===== config.mk =====
export PLATFORM = sky130hd
export DESIGN_NAME = bmm_controller
export DESIGN_NICKNAME = d
export VERILOG_FILES = /design/src/rtl/bmm_pkg.sv /design/src/rtl/bmm_controller.sv
export SDC_FILE = /design/constraint.sdc
export NUM_CORES = 1
export LEC_CHECK = 0
export ABC_AREA = 0
export BUFFER_PORTS_ARGS = -buffer_cell sky130_fd_sc_hd__buf_2
export CELL_PAD_IN_SITES_DETAIL_PLACEMENT = 1
export CELL_PAD_IN_SITES_GLOBAL_PLACEMENT = 1
export CORE_ASPECT_RATIO = 1.25
export CORE_UTILIZATION = 35
export DETAILED_ROUTE_END_ITERATION = 8
export PLACE_DENSITY_LB_ADDON = 0.12
export SKIP_CTS_REPAIR_TIMING = 1
export SLEW_MARGIN = 20
export SYNTH_ARGS = -nofsm -noshare
export SYNTH_HDL_FRONTEND = slang
export SYNTH_SLANG_ARGS = --single-unit

===== constraint.sdc =====
create_clock -name clk_i -period 1.9 [get_ports clk_i]
set_clock_uncertainty 0.15 [all_clocks]
set_input_delay 0.19 -clock clk_i [delete_from_list [all_inputs] [get_ports clk_i]]
set_output_delay 0.19 -clock clk_i [all_outputs]
set_load 0.02 [all_outputs]

===== src/rtl/bmm_pkg.sv =====
package bmm_pkg;

  // Number of configured moduli and the register map derived from it.
  localparam int NumModuli      = 2;
  localparam int RegsPerModulus = 3;
  localparam int RegModulus     = 0;
  localparam int RegRatioLow    = 1;
  localparam int RegRatioHigh   = 2;
  localparam int CfgIdxW        = $clog2(RegsPerModulus * NumModuli);
  localparam int ModSelW        = (NumModuli > 1) ? $clog2(NumModuli) : 1;

  // Datapath widths.
  localparam int ValueW   = 61;
  localparam int WordW    = 64;
  localparam int LimbW    = 32;
  localparam int ProdW    = 2 * WordW;
  localparam int WideW    = 3 * WordW;
  localparam int LimbIdxW = 2;
  localparam int OffW     = 3;
  localparam int StepW    = 4;

  localparam logic [ValueW-1:0] ModulusReset = ValueW'(2);

  // Last step index of each multiply phase.
  localparam logic [StepW-1:0] ProdLastStep = StepW'(3);
  localparam logic [StepW-1:0] QuotLastStep = StepW'(15);
  localparam logic [StepW-1:0] ReduLastStep = StepW'(2);

  // Which operand pair the shared multiplier works on.
  typedef enum logic [1:0] {
    PH_PROD,
    PH_QUOT,
    PH_REDU
  } bmm_phase_e;

  typedef enum logic [3:0] {
    S_IDLE,
    S_PROD,
    S_PWAIT,
    S_QUOT,
    S_QWAIT,
    S_REDU,
    S_RWAIT,
    S_REM,
    S_ACC
  } bmm_state_e;

  // Commands from the controller to the datapath.
  typedef struct packed {
    logic                load;
    logic                issue;
    bmm_phase_e          phase;
    logic [LimbIdxW-1:0] limb_x;
    logic [LimbIdxW-1:0] limb_y;
    logic                rem_en;
    logic                acc_en;
  } bmm_cmd_t;

endpackage


===== src/rtl/bmm_controller.sv =====
module bmm_controller (
  input  logic              clk_i,
  input  logic              rst_ni,
  input  logic              in_valid_i,
  output logic              in_ready_o,
  output logic              out_valid_o,
  input  logic              out_ready_i,
  input  logic              last_i,
  output bmm_pkg::bmm_cmd_t cmd_o
);

  bmm_pkg::bmm_state_e          state_q, state_d;
  logic [bmm_pkg::StepW-1:0]    step_q, step_d;
  logic                         out_valid_q, out_valid_d;
  logic                         out_blocked;

  // State, step counter and result valid registers.
  always_ff @(posedge clk_i or negedge rst_ni) begin
    if (!rst_ni) begin
      state_q     <= bmm_pkg::S_IDLE;
      step_q      <= '0;
      out_valid_q <= 1'b0;
    end else begin
      state_q     <= state_d;
      step_q      <= step_d;
      out_valid_q <= out_valid_d;
    end
  end

  // A pending result that is not taken this cycle blocks the next one.
  assign out_blocked = out_valid_q && !out_ready_i;

  // Next state and commands.
  always_comb begin
    state_d      = state_q;
    step_d       = step_q;
    out_valid_d  = out_valid_q && !out_ready_i;
    in_ready_o   = 1'b0;
    cmd_o        = '0;
    cmd_o.phase  = bmm_pkg::PH_PROD;

    case (state_q)
      bmm_pkg::S_IDLE: begin
        in_ready_o = 1'b1;
        if (in_valid_i) begin
          cmd_o.load = 1'b1;
          step_d     = '0;
          state_d    = bmm_pkg::S_PROD;
        end
      end
      bmm_pkg::S_PROD: begin
        cmd_o.issue  = 1'b1;
        cmd_o.phase  = bmm_pkg::PH_PROD;
        cmd_o.limb_x = {1'b0, step_q[1]};
        cmd_o.limb_y = {1'b0, step_q[0]};
        step_d       = step_q + 1'b1;
        if (step_q == bmm_pkg::ProdLastStep) begin
          state_d = bmm_pkg::S_PWAIT;
        end
      end
      bmm_pkg::S_PWAIT: begin
        step_d  = '0;
        state_d = bmm_pkg::S_QUOT;
      end
      bmm_pkg::S_QUOT: begin
        cmd_o.issue  = 1'b1;
        cmd_o.phase  = bmm_pkg::PH_QUOT;
        cmd_o.limb_x = step_q[3:2];
        cmd_o.limb_y = step_q[1:0];
        step_d       = step_q + 1'b1;
        if (step_q == bmm_pkg::QuotLastStep) begin
          state_d = bmm_pkg::S_QWAIT;
        end
      end
      bmm_pkg::S_QWAIT: begin
        step_d  = '0;
        state_d = bmm_pkg::S_REDU;
      end
      bmm_pkg::S_REDU: begin
        // Only limb pairs that land in the low 64 bits of q*n are needed.
        cmd_o.issue  = 1'b1;
        cmd_o.phase  = bmm_pkg::PH_REDU;
        cmd_o.limb_x = {1'b0, step_q[1]};
        cmd_o.limb_y = {1'b0, step_q[0]};
        step_d       = step_q + 1'b1;
        if (step_q == bmm_pkg::ReduLastStep) begin
          state_d = bmm_pkg::S_RWAIT;
        end
      end
      bmm_pkg::S_RWAIT: begin
        cmd_o.phase = bmm_pkg::PH_REDU;
        state_d     = bmm_pkg::S_REM;
      end
      bmm_pkg::S_REM: begin
        cmd_o.phase  = bmm_pkg::PH_REDU;
        cmd_o.rem_en = 1'b1;
        state_d      = bmm_pkg::S_ACC;
      end
      bmm_pkg::S_ACC: begin
        cmd_o.phase = bmm_pkg::PH_REDU;
        if (!(last_i && out_blocked)) begin
          cmd_o.acc_en = 1'b1;
          state_d      = bmm_pkg::S_IDLE;
          if (last_i) begin
            out_valid_d = 1'b1;
          end
        end
      end
      default: begin
        state_d = bmm_pkg::S_IDLE;
      end
    endcase
  end

  assign out_valid_o = out_valid_q;

endmodule


# Yosys cells after proc, flatten, opt, wreduce, memory -nomap -nowiden
# Index checks and enable logic that the tools add are counted.
[classes]
multipliers = 0
bitwise_logic = 0
n_mux = 20
n_reduce_logical = 11
shifts = 0
magnitude_cmp = 0
n_div = 0
n_addsub = 1
n_eq_ne = 16
[ops]
columns = ["operator", "count"]
rows = [
  ["4-bit one-hot mux with 9 select lines", 1],
  ["4-bit two-way mux", 6],
  ["4-bit by 2-bit == test with 1-bit output, second input constant", 4],
  ["4-bit by 3-bit == test with 1-bit output, second input constant", 4],
  ["4-bit one-hot mux with 3 select lines", 1],
  ["1-bit two-way mux", 10],
  ["2-bit inequality test, second input constant", 5],
  ["4-bit == test, second input constant", 2],
  ["4-bit one-hot mux with 2 select lines", 1],
  ["5-bit AND reduction", 1],
  ["4-bit by 1-bit adder with 4-bit output, second input constant", 1],
  ["4-bit by 1-bit == test with 1-bit output, second input constant", 1],
  ["4-bit logical NOT", 1],
  ["2-bit one-hot mux with 2 select lines", 1],
  ["2-bit OR reduction", 2],
  ["4-bit OR reduction", 1],
  ["3-bit nonzero test", 1],
  ["3-bit OR reduction", 1],
  ["1-bit logical AND", 2],
  ["2-bit AND reduction", 1],
  ["1-bit logical NOT", 1],
]
[totals]
n_memories = 0
ff_bits = 9
latch_bits = 0
rom_bits = 0
input_bits = 5
mem_bits_rw = 0
wordCells = 51
out_inout_bits = 12

# Depth between registers and ports, before layout
# Gate-level depths: netlist (run 1).
[depth]
ltp_word = 5
ltp_mapped = 6
ltp_nobuf = 6

# Least setup slack after synthesis (run 1)
# No wires, ideal clock.
[synth_timing]
path_type = "reg2reg"
from = "register state_q[3]"
to = "register state_q[0]"
slack_ns = -0.002
n_path_buf = 1
setup_time_ns = 0.128
required_ns = 1.622
period_less_slack_ns = 1.902
t_arrival_ns = 1.625
stages_incl_launch_ff = 6
path_cell_list = "dfrtp_1 > clkbuf_2 > nor4_2 > nand2b_1 > nand3_1 > mux2_1"
[synth_between]
elab_chain_cells = 3
[synth_lines]
columns = ["item", "line", "rtl"]
rows = [
  ["from (decl)", "bmm_controller.sv:12", "bmm_pkg::bmm_state_e state_q, state_d;"],
  ["from (signal assigned)", "bmm_controller.sv:20", "state_q <= bmm_pkg::S_IDLE;"],
  ["from (signal assigned)", "bmm_controller.sv:24", "state_q <= state_d;"],
  ["4-bit == test (tied with other cells)", "bmm_controller.sv:42", "case (state_q)"],
  ["2-bit inequality test (no line)", "--", ""],
  ["5-bit AND reduction (no line)", "--", ""],
]
# Parallel ways exist; a longest one is shown, timed or not.
# A chain may end at the register's enable or synchronous reset.

==> reports/results.ini, run 1 <==
[sta]
setup_viol=0
fmax_mhz=540
relSlewSlack_pct=78.4
slew_violations=0
timing_hold_violations_final=0
whs_ns=0.0668
period_share_pct=97.5
worst_slack_ns=0.0468
fin_setup_tns_ns=0
period_needed_ns=1.85
tightest_slew_ns=0.320

[drt]
drt-met1-wl_um=650
routed-wl-met2_um=730
top_layer=met4
drc=0
first_pass_iters=4
ant_nets=0
routed-via-count=530
dr_wl_met3_um=44
drt_iter0_drc=2
avgViaCountPerCell=5.20
wl_mm=1.47
wire_per_inst_um=14.4

[grt]
grt-ovfl-total=0
antenna_found_initial=0
grt_pass1_vias=499
track_usage_pct=20.9
grt_max_degree=10
grt_pass1_wl_mm=2.44

[worst_setup_path]
endpoint_kind=primary output
critical_path_class=reg -> out
worst-path-buf-inv=1
critPathTopFamily=flip-flops
cpPeakStageDelay_ns=0.52
start_kind=flip-flop
cp_data_required_time_ns=1.56
reg2reg_depth=4
path_cells=and4bb_2 -> a22o_1 -> buf_2
slowest_stage=dfrtp_1
worst-path-max-fanout=8
arrival_ns=1.51
cp_num_cells=3

[clock_network]
ctsRootBufferMaster=clkbuf_4
cts-buffers-inserted=3
cts_max_level=1
cts.clk_slew.worst_paths_ns=0.06
cts_max_path_buffers=2
clock_latency_ns=0.27
cts.sinks=9
cts_tree=built

[floorplanning]
coreArea_mm2=0.00145
core.rowCount=15
die_h_um=47.2
die_area_mm2=0.00180
io_pins=17
die_x_um=38.2
start_util_pct=39.6

[yosys]
syn-mean-instance-area_um2=9.08
ys_seq_area_share_pct=39.4
synth_warnings=0
ys_types=30
synth_seq_cells=9
syn-num-nets=70
synth_area_um2=572
syn_inst=63

[worst_hold_path]
min_path_cells=3
hold_class=in -> reg

[placement]
numPortBuffers=16
pre_cts_slack_ns=0.150
gp_congestion=0.681
place_hpwl_mm=1.12

[layout]
multiInputGateArea_um2=322
antennaDiodeCount=0
drive_gt1_share_pct=31.8
utilization_pct=50.8
finalNetCount=93
final_cell_mix=16 x buf_2, 8 x dfrtp_1, 5 x nand2_1, 5 x inv_1
syn_to_final_growth_pct=28.4
regArea_um2=226
layout_commonest_cell=buf_2
nFillCells=191

[job]
maxCapViolCount=0

[pwr]
max-vdd-ir-drop_v=0.000622
p_leak_nw=0.372
power_density_mw_per_mm2=1630
power_mw=1.19

[status]
status=finished clean

[worst min-delay path, cell delays in order]
cell	delay [ns]
buf_2	0.10
inv_1	0.05
o2bb2ai_1	0.09
[cells in the mapped netlist]
library cell | count | area, um2
nor3b_1 | 2 | 15.0
nand3b_1 | 1 | 7.51
a22o_1 | 1 | 8.76
o31ai_1 | 1 | 7.51
o41ai_1 | 1 | 8.76
and4bb_2 | 1 | 12.5
inv_1 | 5 | 18.8
nor4_2 | 1 | 12.5
a41o_1 | 1 | 10.0
o2bb2ai_1 | 1 | 8.76
o31ai_2 | 1 | 12.5
or3_1 | 1 | 6.26
a21o_1 | 1 | 7.51
and2_1 | 3 | 18.8
nor2b_1 | 1 | 6.26
a21oi_1 | 3 | 15.0
nand2_1 | 5 | 18.8
o21ai_0 | 4 | 20.0
nor2_1 | 4 | 15.0
o21bai_1 | 1 | 7.51
dfrtp_1 | 9 | 225
nand2b_1 | 2 | 12.5
clkbuf_2 | 1 | 5.00
ha_1 | 2 | 25.0
mux2i_1 | 1 | 10.0
buf_2 | 2 | 10.0
mux2_1 | 1 | 11.3
o22ai_1 | 1 | 6.26
xnor2_1 | 1 | 8.76
nand3_1 | 4 | 20.0
[stage by stage]
step	cell area, um2	instances
3_3_place_gp	682	95
4_1_cts	708	99
3_5_place_dp	682	95
5_1_grt	734	102
2_1_floorplan	581	63
6_report	734	102
[layout make-up]
cell class | count | share of cell area, %
clock buffers | 4 | 3.58
well taps | 17 | 2.90
multi-input cells | 46 | 43.8
inverters | 5 | 2.56
flip-flops and latches | 9 | 30.8
repair buffers | 21 | 16.4
[flip-flops by register name (all words and copies together), names as in the netlist]
| name | flops |
|---|---|
| step_q | 4 |
| out_valid_o | 1 |
| state_q | 4 |
[final timing paths]
kind	startpoint	end	slack, ns
max reg2reg	state_q[3]	state_q[0]	0.16
max in group asynchronous	rst_ni	state_q[1]	1.25
max	state_q[3]	cmd_o[4]	0.05
min reg2reg	step_q[0]	step_q[0]	0.42
min in group asynchronous	rst_ni	state_q[0]	0.15
min	last_i	out_valid_o	0.07
[report_power, final]
group	total, mW	switching [mW]	internal [mW]
Clock	0.156	0.0744	0.0813
Sequential	0.381	0.119	0.262
Combinational	0.658	0.380	0.278
[per-layer routing]
metal	vias up	global-route usage (%)
li1	268	-
met1	246	23.4
met2	12	33.9
met3	4	4.27
met4	0	17.1
met5	-	0
[cell families (layout without fill, tap and decap cells)]
kind of cell             count (synthesis)  after routing  share of synthesized area (%)
buffers and inverters                    8             30                           5.91
adder cells (fa/ha/maj)                  2              2                           4.38
flip-flops                               9              9                           39.4
AND/OR/NAND/NOR                         25             25                           25.4
AO/OA/AOI/OAI                           16             16                           19.7
XOR/XNOR                                 1              1                           1.53
multiplexers                             2              2                           3.72
No activity file was read; power rests on OpenSTA's default activity.
==> inputs of run 2 (changes only) <==
--- a/config.mk
+++ b/config.mk
@@ -6,13 +6,14 @@
 export NUM_CORES = 1
 export LEC_CHECK = 0
 export ABC_AREA = 0
+export ABC_CLOCK_PERIOD_IN_PS = 1900
 export BUFFER_PORTS_ARGS = -buffer_cell sky130_fd_sc_hd__buf_2
 export CELL_PAD_IN_SITES_DETAIL_PLACEMENT = 1
 export CELL_PAD_IN_SITES_GLOBAL_PLACEMENT = 1
-export CORE_ASPECT_RATIO = 1.25
 export CORE_UTILIZATION = 35
 export DETAILED_ROUTE_END_ITERATION = 8
 export PLACE_DENSITY_LB_ADDON = 0.12
+export SETUP_SLACK_MARGIN = 0.4
 export SKIP_CTS_REPAIR_TIMING = 1
 export SLEW_MARGIN = 20
 export SYNTH_ARGS = -nofsm -noshare
==> run 2 against run 1 <==
Compared with the run above: fmax up 5.3%; count of clock-buffer cells in the layout is the same; sequential cell count unchanged; register-to-register slack about the same; clock power is 3% lower; global-route usage decreased by 2.5 points; cell area rose by 24%; via count rose by 15%; largest power group unchanged.
==> reports/results.ini, run 2 (same netlist as run 1, synthesis figures left out) <==
[placement]
numPortBuffers=16  ; unchanged
gp_congestion=0.671  ; was 0.681
place_hpwl_mm=1.04  ; was 1.12 mm

[clock_network]
cts.sinks=9  ; unchanged
cts_max_path_buffers=2  ; unchanged
cts_max_level=1  ; unchanged
cts_tree=built  ; unchanged
clock_latency_ns=0.26  ; was 0.27 ns
ctsRootBufferMaster=clkbuf_4  ; unchanged
cts-buffers-inserted=3  ; unchanged
cts.clk_slew.worst_paths_ns=0.07  ; was 0.06 ns

[sta]
setup_viol=0  ; unchanged
rsz0062_at_grt=true
fmax_mhz=568  ; was 540 MHz
whs_ns=0.0368  ; was 0.0668 ns
fin_setup_tns_ns=0  ; unchanged
period_needed_ns=1.76  ; was 1.85 ns
tightest_slew_ns=0.342  ; was 0.320 ns
period_share_pct=92.6  ; was 97.5%
relSlewSlack_pct=76.9  ; was 78.4%
timing_hold_violations_final=0  ; unchanged
slew_violations=0  ; unchanged

[layout]
layout_commonest_cell=buf_4  ; was buf_2
utilization_pct=59.5  ; was 50.8%
drive_gt1_share_pct=56.7  ; was 31.8%
antennaDiodeCount=0  ; unchanged
syn_to_final_growth_pct=58.6  ; was 28.4%
final_cell_mix=19 x buf_4, 10 x buf_2, 6 x dfrtp_2  ; was 16 x buf_2, 8 x dfrtp_1, 5 x nand2_1, 5 x inv_1
finalNetCount=105  ; was 93

[pwr]
power_density_mw_per_mm2=1760  ; was 1630 mW/mm2
p_leak_nw=0.437  ; was 0.372 nW
max-vdd-ir-drop_v=0.000910  ; was 0.000622 V

[drt]
routed-via-count=608  ; was 530
ant_nets=0  ; unchanged
first_pass_iters=4  ; unchanged
drc=0  ; unchanged
drt_iter0_drc=10  ; was 2
avgViaCountPerCell=5.38  ; was 5.20
wire_per_inst_um=18.0  ; was 14.4 um
wl_mm=2.03  ; was 1.47 mm

[grt]
track_usage_pct=18.3  ; was 20.9%
grt-ovfl-total=0  ; unchanged
antenna_found_initial=0  ; unchanged
grt_max_degree=12  ; was 10
grt_pass1_wl_mm=2.41  ; was 2.44 mm
grt_pass1_vias=512  ; was 499

[worst_setup_path]
cp_data_required_time_ns=1.56  ; about the same
critical_path_class=reg -> out  ; unchanged
start_kind=flip-flop  ; unchanged
endpoint_kind=primary output  ; unchanged
arrival_ns=1.42  ; was 1.51 ns
worst-path-max-fanout=7  ; was 8

[floorplanning]
die_h_um=42.4  ; was 47.2 um
die_area_mm2=0.00180  ; about the same
core.rowCount=14  ; was 15
coreArea_mm2=0.00152  ; was 0.00145 mm2
start_util_pct=37.5  ; was 39.6%
io_pins=17  ; unchanged
die_x_um=42.4  ; was 38.2 um

[job]
maxCapViolCount=0  ; unchanged

[worst_hold_path]
hold_class=in -> reg  ; unchanged

[status]
status=finished clean  ; unchanged

==> run 2: changes by cell type in the layout (fill, tap and decap cells not counted), moves of 2 or more <==
cell	previous run	this run
buf_4	4	19
buf_6	0	3
dfrtp_2	1	6
nand2_1	5	3
ha_1	2	0
dfrtp_1	8	3
nand2_2	0	2
buf_2	16	10
ha_4	0	2
==> run 2: final cells by class <==
cell class / count / area [um2]
Fill cell: 179 / 617
Timing Repair Buffer: 33 / 236
Tap cell: 16 / 20.0
Sequential cell: 9 / 233
Clock buffer: 4 / 26.3
Multi-Input combinational cell: 46 / 373
Inverter: 5 / 18.8
==> run 2: critical path: stages (launching register included) <==
cell	delay, ns
dfrtp_2	0.49
and4bb_2	0.38
a22o_1	0.17
buf_6	0.12
==> run 2: power breakdown <==
group	total, mW	switching, mW	internal, mW	leakage [nW]
Sequential	0.429	0.159	0.270	0.110
Combinational	1.01	0.492	0.523	0.312
Clock	0.152	0.0713	0.0811	0.0150
Total	1.60	0.723	0.874	0.437
==> run 2: through the flow <==
step	setup WS [ns]	cell area, um2	power [mW]	cells
after floorplan	0.177	597	0.889	63
after global placement	0.205	683	1.04	93
after detailed placement	0.186	683	1.05	93
after CTS	0.0345	709	1.22	97
after global routing	0.0795	907	1.69	113
final	0.140	907	1.60	113
==> run 2: layer usage <==
layer  share of wire [%]  wire (um)  global-route usage, %  vias up
met5                   0          0                      0        -
met4                0.49         10                   11.3        0
met3                 2.2         45                   2.59        2
met2                  53       1070                   27.4       11
met1                  44        902                   24.8      304
li1                    -          -                      -      291
==> run 2: path summary, 6_finish.rpt <==
kind	startpoint	to	slack, ns	cells past startpoint
worst max-delay path	state_q[2]	cmd_o[4]	0.14	3
worst min-delay path	last_i	out_valid_o	0.04	3
worst max register to register	step_q[0]	state_q[0]	0.15	6
worst min register to register	out_valid_o	out_valid_o	0.37	1
max in group asynchronous	rst_ni	step_q[1]	1.22	2
min in group asynchronous	rst_ni	state_q[1]	0.17	2
